$ cat config.mk
export PLATFORM = sky130hd
export DESIGN_NAME = bitmap_set_engine_core
export DESIGN_NICKNAME = d
export VERILOG_FILES = /design/src/hdl/bse_pkg.sv /design/src/hdl/bitmap_set_engine_core.sv
export SDC_FILE = /design/constraint.sdc
export NUM_CORES = 2
export LEC_CHECK = 0
export BUFFER_PORTS_ARGS = -buffer_cell sky130_fd_sc_hd__buf_2
export CAP_MARGIN = 40
export CELL_PAD_IN_SITES_DETAIL_PLACEMENT = 0
export CELL_PAD_IN_SITES_GLOBAL_PLACEMENT = 1
export CORE_ASPECT_RATIO = 0.8
export CORE_UTILIZATION = 35
export DETAILED_ROUTE_END_ITERATION = 10
export GPL_ROUTABILITY_DRIVEN = 0
export HOLD_SLACK_MARGIN = 0.12
export PLACE_DENSITY_LB_ADDON = 0.1
export SYNTH_ARGS = -nofsm -noshare
export SYNTH_HDL_FRONTEND = slang
export SYNTH_SLANG_ARGS = --single-unit
$ cat constraint.sdc
create_clock -name clock -period 5.4 [get_ports clock]
set_input_delay 0.27 -clock clock [delete_from_list [all_inputs] [get_ports clock]]
set_output_delay 0.27 -clock clock [all_outputs]
set_load 0.01 [all_outputs]
$ cat src/hdl/bse_pkg.sv
`default_nettype none

package bse_pkg;

   // default size of the set, in elements
   localparam int UNIVERSE_BITS_DEF = 256;

   // field widths of one request and one response
   localparam int MODE_W = 3;
   localparam int ELEM_W = 8;
   localparam int POS_W  = 5;
   localparam int BYTE_W = 8;

   localparam int REQ_TDATA_W = 24;
   localparam int RSP_TDATA_W = 24;

   // response bit positions, lowest bit up
   localparam int RSP_MEMBER_LSB   = 0;
   localparam int RSP_SMALLEST_LSB = 1;
   localparam int RSP_LARGEST_LSB  = 9;
   localparam int RSP_EMPTY_LSB    = 17;

   typedef enum logic [MODE_W-1:0] {
      MODE_CLEAR  = 3'd0,
      MODE_INSERT = 3'd1,
      MODE_TEST   = 3'd2,
      MODE_OR     = 3'd3,
      MODE_AND    = 3'd4
   } mode_type;

endpackage

`default_nettype wire

$ cat src/hdl/bitmap_set_engine_core.sv
`default_nettype none

// channel | dir | tdata fields, lowest bit up                               | tuser/tlast
// --------+-----+-----------------------------------------------------------+------------
// req_    | in  | mode[2:0] element_value[10:3] byte_position[15:11]        | none
//         |     | other_byte[23:16]                                         |
// rsp_    | out | is_member[0] smallest[8:1] largest[16:9] is_empty[17],    | none
//         |     | zero pad [23:18]                                          |
//
// one beat per clock sustained while rsp_ is not stalled; a beat goes from the input register
// into the response register when that register moves, and shows on rsp_ from there
// the single pass is the bitmap update followed by a binary tree of priority
// encoders (log2 of the bitmap size levels) that finds smallest and largest
// synchronous reset empties the set and both pipeline registers
// a stalled rsp_ holds its beat; req_ keeps taking one more beat into the input
// register and then waits until the response moves

module bitmap_set_engine_core #(
   parameter int UNIVERSE_BITS = bse_pkg::UNIVERSE_BITS_DEF
) (
   input  wire                              clock,
   input  wire                              reset,
   // request stream
   input  wire                              req_tvalid,
   output logic                             req_tready,
   // mode, element_value, byte_position, other_byte
   input  wire  [bse_pkg::REQ_TDATA_W-1:0]  req_tdata,
   // response stream
   output logic                             rsp_tvalid,
   input  wire                              rsp_tready,
   // is_member, smallest, largest, is_empty, zero pad
   output logic [bse_pkg::RSP_TDATA_W-1:0]  rsp_tdata
);

   // bitmap geometry: element k sits at bit k of the flat set vector
   localparam int SET_BYTES = (UNIVERSE_BITS + 7) / 8;
   localparam int BITMAP_W  = SET_BYTES * 8;
   localparam int TREE_LVLS = $clog2(BITMAP_W);
   localparam int TREE_N    = 1 << TREE_LVLS;
   localparam int IDX_W     = TREE_LVLS;

   // bits that lie inside the universe; partial last byte stays clear
   localparam logic [BITMAP_W-1:0] UNIV_MASK =
      {BITMAP_W{1'b1}} >> (BITMAP_W - UNIVERSE_BITS);

   // input register
   logic                          in_valid_ff, in_valid_in;
   bse_pkg::mode_type             mode_ff, mode_in;
   logic [bse_pkg::ELEM_W-1:0]    elem_ff, elem_in;
   logic [bse_pkg::POS_W-1:0]     pos_ff, pos_in;
   logic [bse_pkg::BYTE_W-1:0]    other_ff, other_in;

   // set state
   logic [BITMAP_W-1:0]           set_ff, set_in;

   // response register
   logic                          out_valid_ff, out_valid_in;
   logic [bse_pkg::RSP_TDATA_W-1:0] out_data_ff, out_data_in;

   logic                          advance;
   logic                          move;

   // request lanes, other byte turned so its msb is the lowest element
   logic [bse_pkg::BYTE_W-1:0]    other_rev;
   logic [7:0]                    byte_shift;
   logic [BITMAP_W-1:0]           byte_lane;
   logic [BITMAP_W-1:0]           other_lane;
   logic [BITMAP_W-1:0]           elem_lane;
   logic [BITMAP_W-1:0]           set_next;

   // search tree, heap order: root at 1, leaves at TREE_N and up
   logic [TREE_N-1:0]             leaf_bits;
   logic                          node_v  [2*TREE_N];
   logic [IDX_W-1:0]              node_lo [2*TREE_N];
   logic [IDX_W-1:0]              node_hi [2*TREE_N];

   logic                          elem_in_range;
   logic                          member;
   logic                          found;
   logic [7:0]                    smallest;
   logic [7:0]                    largest;

   // handshake: the response register moves when empty or taken
   assign advance    = !out_valid_ff || rsp_tready;
   assign move       = in_valid_ff && advance;
   assign req_tready = !in_valid_ff || advance;
   assign rsp_tvalid = out_valid_ff;
   assign rsp_tdata  = out_data_ff;

   // input register loads whenever it is free or draining
   always_comb begin
      in_valid_in = in_valid_ff;
      mode_in     = mode_ff;
      elem_in     = elem_ff;
      pos_in      = pos_ff;
      other_in    = other_ff;
      if (req_tready) begin
         in_valid_in = req_tvalid;
         mode_in     = bse_pkg::mode_type'(req_tdata[2:0]);
         elem_in     = req_tdata[10:3];
         pos_in      = req_tdata[15:11];
         other_in    = req_tdata[23:16];
      end
   end

   // byte lanes: a position beyond the bitmap shifts out to nothing
   always_comb begin
      for (int j = 0; j < bse_pkg::BYTE_W; j++) begin
         other_rev[j] = other_ff[bse_pkg::BYTE_W-1-j];
      end
   end

   assign byte_shift = {pos_ff, 3'b000};
   assign byte_lane  = BITMAP_W'(8'hFF) << byte_shift;
   assign other_lane = BITMAP_W'(other_rev) << byte_shift;
   assign elem_lane  = BITMAP_W'(1) << elem_ff;

   // set update
   always_comb begin
      case (mode_ff)
         bse_pkg::MODE_CLEAR:  set_next = '0;
         bse_pkg::MODE_INSERT: set_next = set_ff | (elem_lane & UNIV_MASK);
         bse_pkg::MODE_OR:     set_next = set_ff | (other_lane & UNIV_MASK);
         bse_pkg::MODE_AND:    set_next = set_ff & ~(byte_lane & ~other_lane);
         default:              set_next = set_ff;
      endcase
   end

   assign leaf_bits = TREE_N'(set_next);

   // node 0 is not part of the heap
   assign node_v[0]  = 1'b0;
   assign node_lo[0] = '0;
   assign node_hi[0] = '0;

   for (genvar g = 0; g < TREE_N; g++) begin : g_leaf
      assign node_v[TREE_N+g]  = leaf_bits[g];
      assign node_lo[TREE_N+g] = IDX_W'(g);
      assign node_hi[TREE_N+g] = IDX_W'(g);
   end

   // left child holds the lower elements: min prefers left, max prefers right
   for (genvar n = 1; n < TREE_N; n++) begin : g_node
      assign node_v[n]  = node_v[2*n] | node_v[2*n+1];
      assign node_lo[n] = node_v[2*n]   ? node_lo[2*n]   : node_lo[2*n+1];
      assign node_hi[n] = node_v[2*n+1] ? node_hi[2*n+1] : node_hi[2*n];
   end

   assign found         = node_v[1];
   assign smallest      = found ? 8'(node_lo[1]) : 8'd0;
   assign largest       = found ? 8'(node_hi[1]) : 8'd0;
   assign elem_in_range = 32'(elem_ff) < 32'(UNIVERSE_BITS);
   assign member        = elem_in_range && leaf_bits[IDX_W'(elem_ff)];

   always_comb begin
      out_data_in                                = '0;
      out_data_in[bse_pkg::RSP_MEMBER_LSB]        = member;
      out_data_in[bse_pkg::RSP_SMALLEST_LSB +: 8] = smallest;
      out_data_in[bse_pkg::RSP_LARGEST_LSB +: 8]  = largest;
      out_data_in[bse_pkg::RSP_EMPTY_LSB]         = !found;
   end

   assign out_valid_in = advance ? in_valid_ff : out_valid_ff;
   assign set_in       = move ? set_next : set_ff;

   // control and set state
   always_ff @(posedge clock) begin
      if (reset) begin
         in_valid_ff  <= 1'b0;
         out_valid_ff <= 1'b0;
         set_ff       <= '0;
      end else begin
         in_valid_ff  <= in_valid_in;
         out_valid_ff <= out_valid_in;
         set_ff       <= set_in;
      end
   end

   // payload
   always_ff @(posedge clock) begin
      mode_ff  <= mode_in;
      elem_ff  <= elem_in;
      pos_ff   <= pos_in;
      other_ff <= other_in;
      if (move) begin
         out_data_ff <= out_data_in;
      end
   end

endmodule

`default_nettype wire

* After elaboration in Yosys (flattened, before gate mapping) *
Index checks and enable logic that the tools add are counted.

operators by class
  order comparisons = 1
  bitwise operators = 261
  reductions and logical operators = 7
  shift operators = 3
  mux-type cells = 513
  equal/unequal tests = 3

operators by type and width
  operator                 count
  $mux W8                  254
  $pmux W256 S4            1
  $and A256 B256 Y256      2
  $not A256 Y256           2
  $or A256 B256 Y256       2
  $mux W1                  257
  $shl A1 B8 Y256 const A  1
  $shl A8 B8 Y256          1
  $shl A8 B8 Y256 const A  1
  $or A1 B1 Y1             255
  $lt A8 B9 Y1 const B     1
  $bmux W1 S8              1
  $eq A3 B1 Y1 const B     1
  $eq A3 B2 Y1 const B     1
  $eq A3 B3 Y1 const B     1
  $logic_not A1 Y1         3
  $logic_not A3 Y1         1
  $logic_or A1 B1 Y1       2
  $logic_and A1 B1 Y1      1

storage, ports and cells
  register bits = 300
  bits of input ports = 28
  logic and storage cells = 797

* Depth between registers and ports, before layout *
  word-level depth = 15
  depth in mapped cells = 19

* Least setup slack after synthesis *
No wires, ideal clock.

  path type = register to register
  from = register mode_ff[1]
  to = register out_data_ff, in the netlist rsp_tdata[1] (data pin)
  stages on the path, launching flop included = 17
  data required time = 5132 ps
  setup time = 268 ps
  arrival = 3603 ps
  setup slack = 1529 ps
  period minus slack after synthesis = 3871 ps
  cell sequence = edfxtp_1 -> buf_6 -> buf_6 -> buf_6 -> buf_2 -> or4b_1 -> o211a_1 -> a221oi_1 -> and2_1 -> nand4b_2 -> nor4_4 -> nand2_1 -> nor2_2 -> inv_2 -> and4b_1 -> nand3_1 -> o211ai_1

on the way
  longest elaborated chain between the ends = 10
  elaborated cells between the ends (all ways) = 515
  classes of those cells = 3 x eq/ne; 256 x mux; 255 x bitwise; 1 x reduce/logical

ends and longest elaborated chain
  item                                                   RTL line                                                      source
  start, declared                                        bitmap_set_engine_core.sv:48                                  bse_pkg::mode_type mode_ff, mode_in;
  start signal, assigned                                 bitmap_set_engine_core.sv:181                                 mode_ff <= mode_in;
  $eq A3 B3 Y1 (tied with other cells)                   bitmap_set_engine_core.sv:120                                 case (mode_ff)
  $pmux W256 S4 *                                        bitmap_set_engine_core.sv:120
  $mux W1 or $or A1 B1 Y1 (tied branches)                bitmap_set_engine_core.sv:145, bitmap_set_engine_core.sv:144
  $mux W8 or $or A1 B1 Y1 (tied branches) (7 in series)  bitmap_set_engine_core.sv:145, bitmap_set_engine_core.sv:144
  end signal, assigned                                   bitmap_set_engine_core.sv:186                                 out_data_ff <= out_data_in;
  end, declared                                          bitmap_set_engine_core.sv:58                                  logic [bse_pkg::RSP_TDATA_W-1:0] out_data_ff, out_data_in;

Every way passes the cells marked *; elsewhere a longest branch is shown, timed or not.
A chain may end at the register's enable or synchronous reset.

* Worst setup path after layout *
  from = register elem_ff[3] in the netlist's numbering
  to = register out_data_ff, in the netlist rsp_tdata[9] (data pin)

on the way
  longest elaborated chain between the ends = 11
  elaborated cells between the ends (all ways) = 513
  classes of those cells = 1 x shift; 256 x mux; 256 x bitwise

ends and longest elaborated chain
  item                                                   RTL line                                                      source
  start, declared                                        bitmap_set_engine_core.sv:49                                  logic [bse_pkg::ELEM_W-1:0] elem_ff, elem_in;
  start signal, assigned                                 bitmap_set_engine_core.sv:182                                 elem_ff <= elem_in;
  $shl A1 B8 Y256 *                                      bitmap_set_engine_core.sv:116                                 assign elem_lane = BITMAP_W'(1) << elem_ff;
  $or A256 B256 Y256 *                                   bitmap_set_engine_core.sv:122                                 bse_pkg::MODE_INSERT: set_next = set_ff | (elem_lane & UNIV_MASK);
  $pmux W256 S4 *                                        bitmap_set_engine_core.sv:120
  $mux W1 or $or A1 B1 Y1 (tied branches)                bitmap_set_engine_core.sv:146, bitmap_set_engine_core.sv:144
  $mux W8 or $or A1 B1 Y1 (tied branches) (7 in series)  bitmap_set_engine_core.sv:146, bitmap_set_engine_core.sv:144

Marked as above.

==> impl_metrics.tcl <==
set metrics [dict create \
    fin_nets 3672 \
    synth_most_common_cell "nor2_1" \
    clock-root-buffer "clkbuf_16" \
    power-per-cell-area_mw_per_mm2 252 \
    ys_seq_area_share_pct 24.1 \
    ys_top_cells_by_area "dfxtp_1, nor2_1, nand2_1" \
    drv_slew 0 \
    fp.dieW_um 311 \
    required_ns 5.85 \
    tightest_slew_ns 1.23 \
    vdd_drop_max_mv 0.213 \
    dp_hpwl_mm 122 \
    cts_sinks 300 \
    setup_viol 2 \
    start_util_pct 35.4 \
    portBuffers 47 \
    slew_headroom_pct 16.0 \
    cts_buffer_depth 3 \
    clk_pin_slew_ns 0.06 \
    die_h_um 249 \
    dieArea_mm2 0.0773 \
    antenna_found_initial 8 \
    switching_power_w 0.00306 \
    violations "DRC, setup timing" \
    syn_inst 3591 \
    timing.final.crit_share_pct 104 \
    fin_ws_ns -0.214 \
    clk_latency_ns 0.63 \
    grt_overflow 0 \
    cts_tree "built" \
    min_period_ns 5.61 \
    htree_levels 2 \
    fmax_mhz 178 \
    ant_nets 0 \
    core_mm2 0.0754 \
    cp_max_fo 13 \
    power_leakage_nw 10.4 \
    pwr-share-clk_pct 36.3 \
    drv_cap 0 \
    dp_slack_ns 0.217 \
    yosysTopAreaCell "dfxtp_1" \
    synth_cell_type_count 102 \
    cp.arrival_ns 6.06 \
    numCtsBuffers 39 \
    track_usage_pct 41.7 \
    grt_pass1_wl_mm 236 \
    syn_to_final_growth_pct 16.3 \
    drt-pass1-iter-count 11 \
    avgSynthCellArea_um2 7.43 \
    drtIter0Drc 6837 \
    min_path_type "in2reg" \
    drive_gt1_share_pct 16.0 \
    synth-edff-count 42 \
    routed_wl_mm 170 \
    p_comb_share_pct 32.1 \
    ys_top_cells_by_count "nor2_1, nand2_1, clkbuf_1, dfxtp_1, a21oi_1" \
    yosys_warnings 0 \
    swShare_pct 39.1 \
    path_class "reg2reg" \
    clock_skew_ns 0.0400 \
    hold_viol 0 \
    grt_pass1_vias 31100 \
    cellInternalPower_w 0.00476 \
    power_w 0.00781 \
    whs_ns 0.102 \
    netlist.area_leader.share_pct 19.4 \
    rows 90 \
    ys_ff_latch 300 \
    worst_setup_path_start_kind "flop" \
    post_drt_via_cell_ratio 7.51 \
    pwr-share-seq_pct 31.7 \
    route.detailed.drc 7 \
    status "finished with violations" \
    crit_path_end_kind "flop" \
    post_cts_buffers 0 \
    synth_flop_cell "dfxtp_1" \
    synthArstFlopShare_pct 0 \
    netlist_area_mm2 0.0267 \
    rsz0062_at_grt "no" \
    grt_max_degree 133 \
    vias 35200 \
    io_pins 54 \
    routedWlPerCell_um 36.3 \
]
kinds of logic after synthesis:
logic type      after synthesis  synth area share, %
compound gates             1439                 39.5
buf+inv                     433                 6.88
flops                       300                 24.1
mux                          45                 3.16
other cells                   1               0.0141
simple gates               1373                 26.4
stage by stage:
stage,cells,TNS (ns),instance area [µm²],util (%)
2_1_floorplan,3596,0,26700,-
3_3_place_gp,4570,-0.0615,29200,38.8
3_5_place_dp,4585,0,29400,39.0
4_1_cts,4682,0,31000,41.1
5_1_grt,4685,0,31000,41.1
6_report,4686,-0.383,31000,41.1
registers in the layout (all words and copies together), names as in the netlist:
register     cells
set_ff         256
pos_ff           5
mode_ff          3
other_ff         8
elem_ff          8
rsp_tdata       18
rsp_tvalid       1
in_valid_ff      1
final cells by class:
type	count	area, µm²
well taps	1012	1270
clock buffers	65	1260
inverters	23	95.1
clock inverters	5	51.3
multi-input cells	2863	18600
repair buffers	417	3360
flip-flops and latches	300	6430
diodes	1	2.50
fillers	7797	44400
power by group through the flow:
stage,clock [W],sequential (W),combinational [W]
3_3_place_gp,0,0.00251,0.00229
5_1_grt,0.00292,0.00248,0.00253
6_report,0.00283,0.00248,0.00251
4_1_cts,0.00285,0.00246,0.00232
3_5_place_dp,0,0.00251,0.00230
2_1_floorplan,0,0.00246,0.00136
layout by cell type (no fill, tap or decap), types with 21 or more instances in the layout:
cell type,count
o211ai_1,41
o311ai_0,28
o31ai_1,78
o21ai_0,158
mux4_2,31
dlygate4sd3_1,27
nand2b_1,38
nor2_1,398
a221o_1,70
buf_4,314
and2_1,28
a22oi_1,74
a31oi_1,120
buf_2,48
a221oi_1,100
dfxtp_1,258
nand4_1,116
nand3_1,62
clkbuf_16,43
a21oi_1,256
o21a_1,22
nor4_1,34
nand2_1,370
o31a_1,21
edfxtp_1,42
o311a_1,94
nor3_1,78
nor2b_1,33
a211oi_1,149
critical path, cell delays in order, from the launching register on:
cell       delay [ns]
edfxtp_1         0.85
buf_4            0.33
and3b_1          0.51
nand3_1          0.51
o221ai_1         0.32
or4_1            0.68
nor3_1           0.35
and2_1           0.27
nand2_1          0.19
a2111oi_0        1.06
a311oi_1         0.21
o211ai_1         0.16
per-layer routing:
layer / vias to the layer above / global-route usage (%) / part of all wire, %
met4: 12 / 20.7 / 6.2
li1: 14300 / - / -
met3: 700 / 20.2 / 18
met1: 16900 / 57.2 / 40
met2: 3212 / 52.9 / 36
met5: - / 0.307 / 0.053
worst paths after layout:
| check | from | endpoint | slack, ns | depth (start not counted) |
|---|---|---|---|---|
| max | elem_ff[3] | rsp_tdata[9] | -0.21 | 11 |
| min reg2reg | set_ff[26] | set_ff[26] | 0.46 | 2 |
| max reg2reg | elem_ff[3] | rsp_tdata[9] | -0.21 | 11 |
| min | reset | set_ff[128] | 0.10 | 2 |
repair_timing:
action                                 CTS  global route
resized for setup                        0             3
hold buffers                            27             0
setup endpoints to repair                0             2
endpoints found under the hold margin   26             0
(Power assumes the default switching activity.)
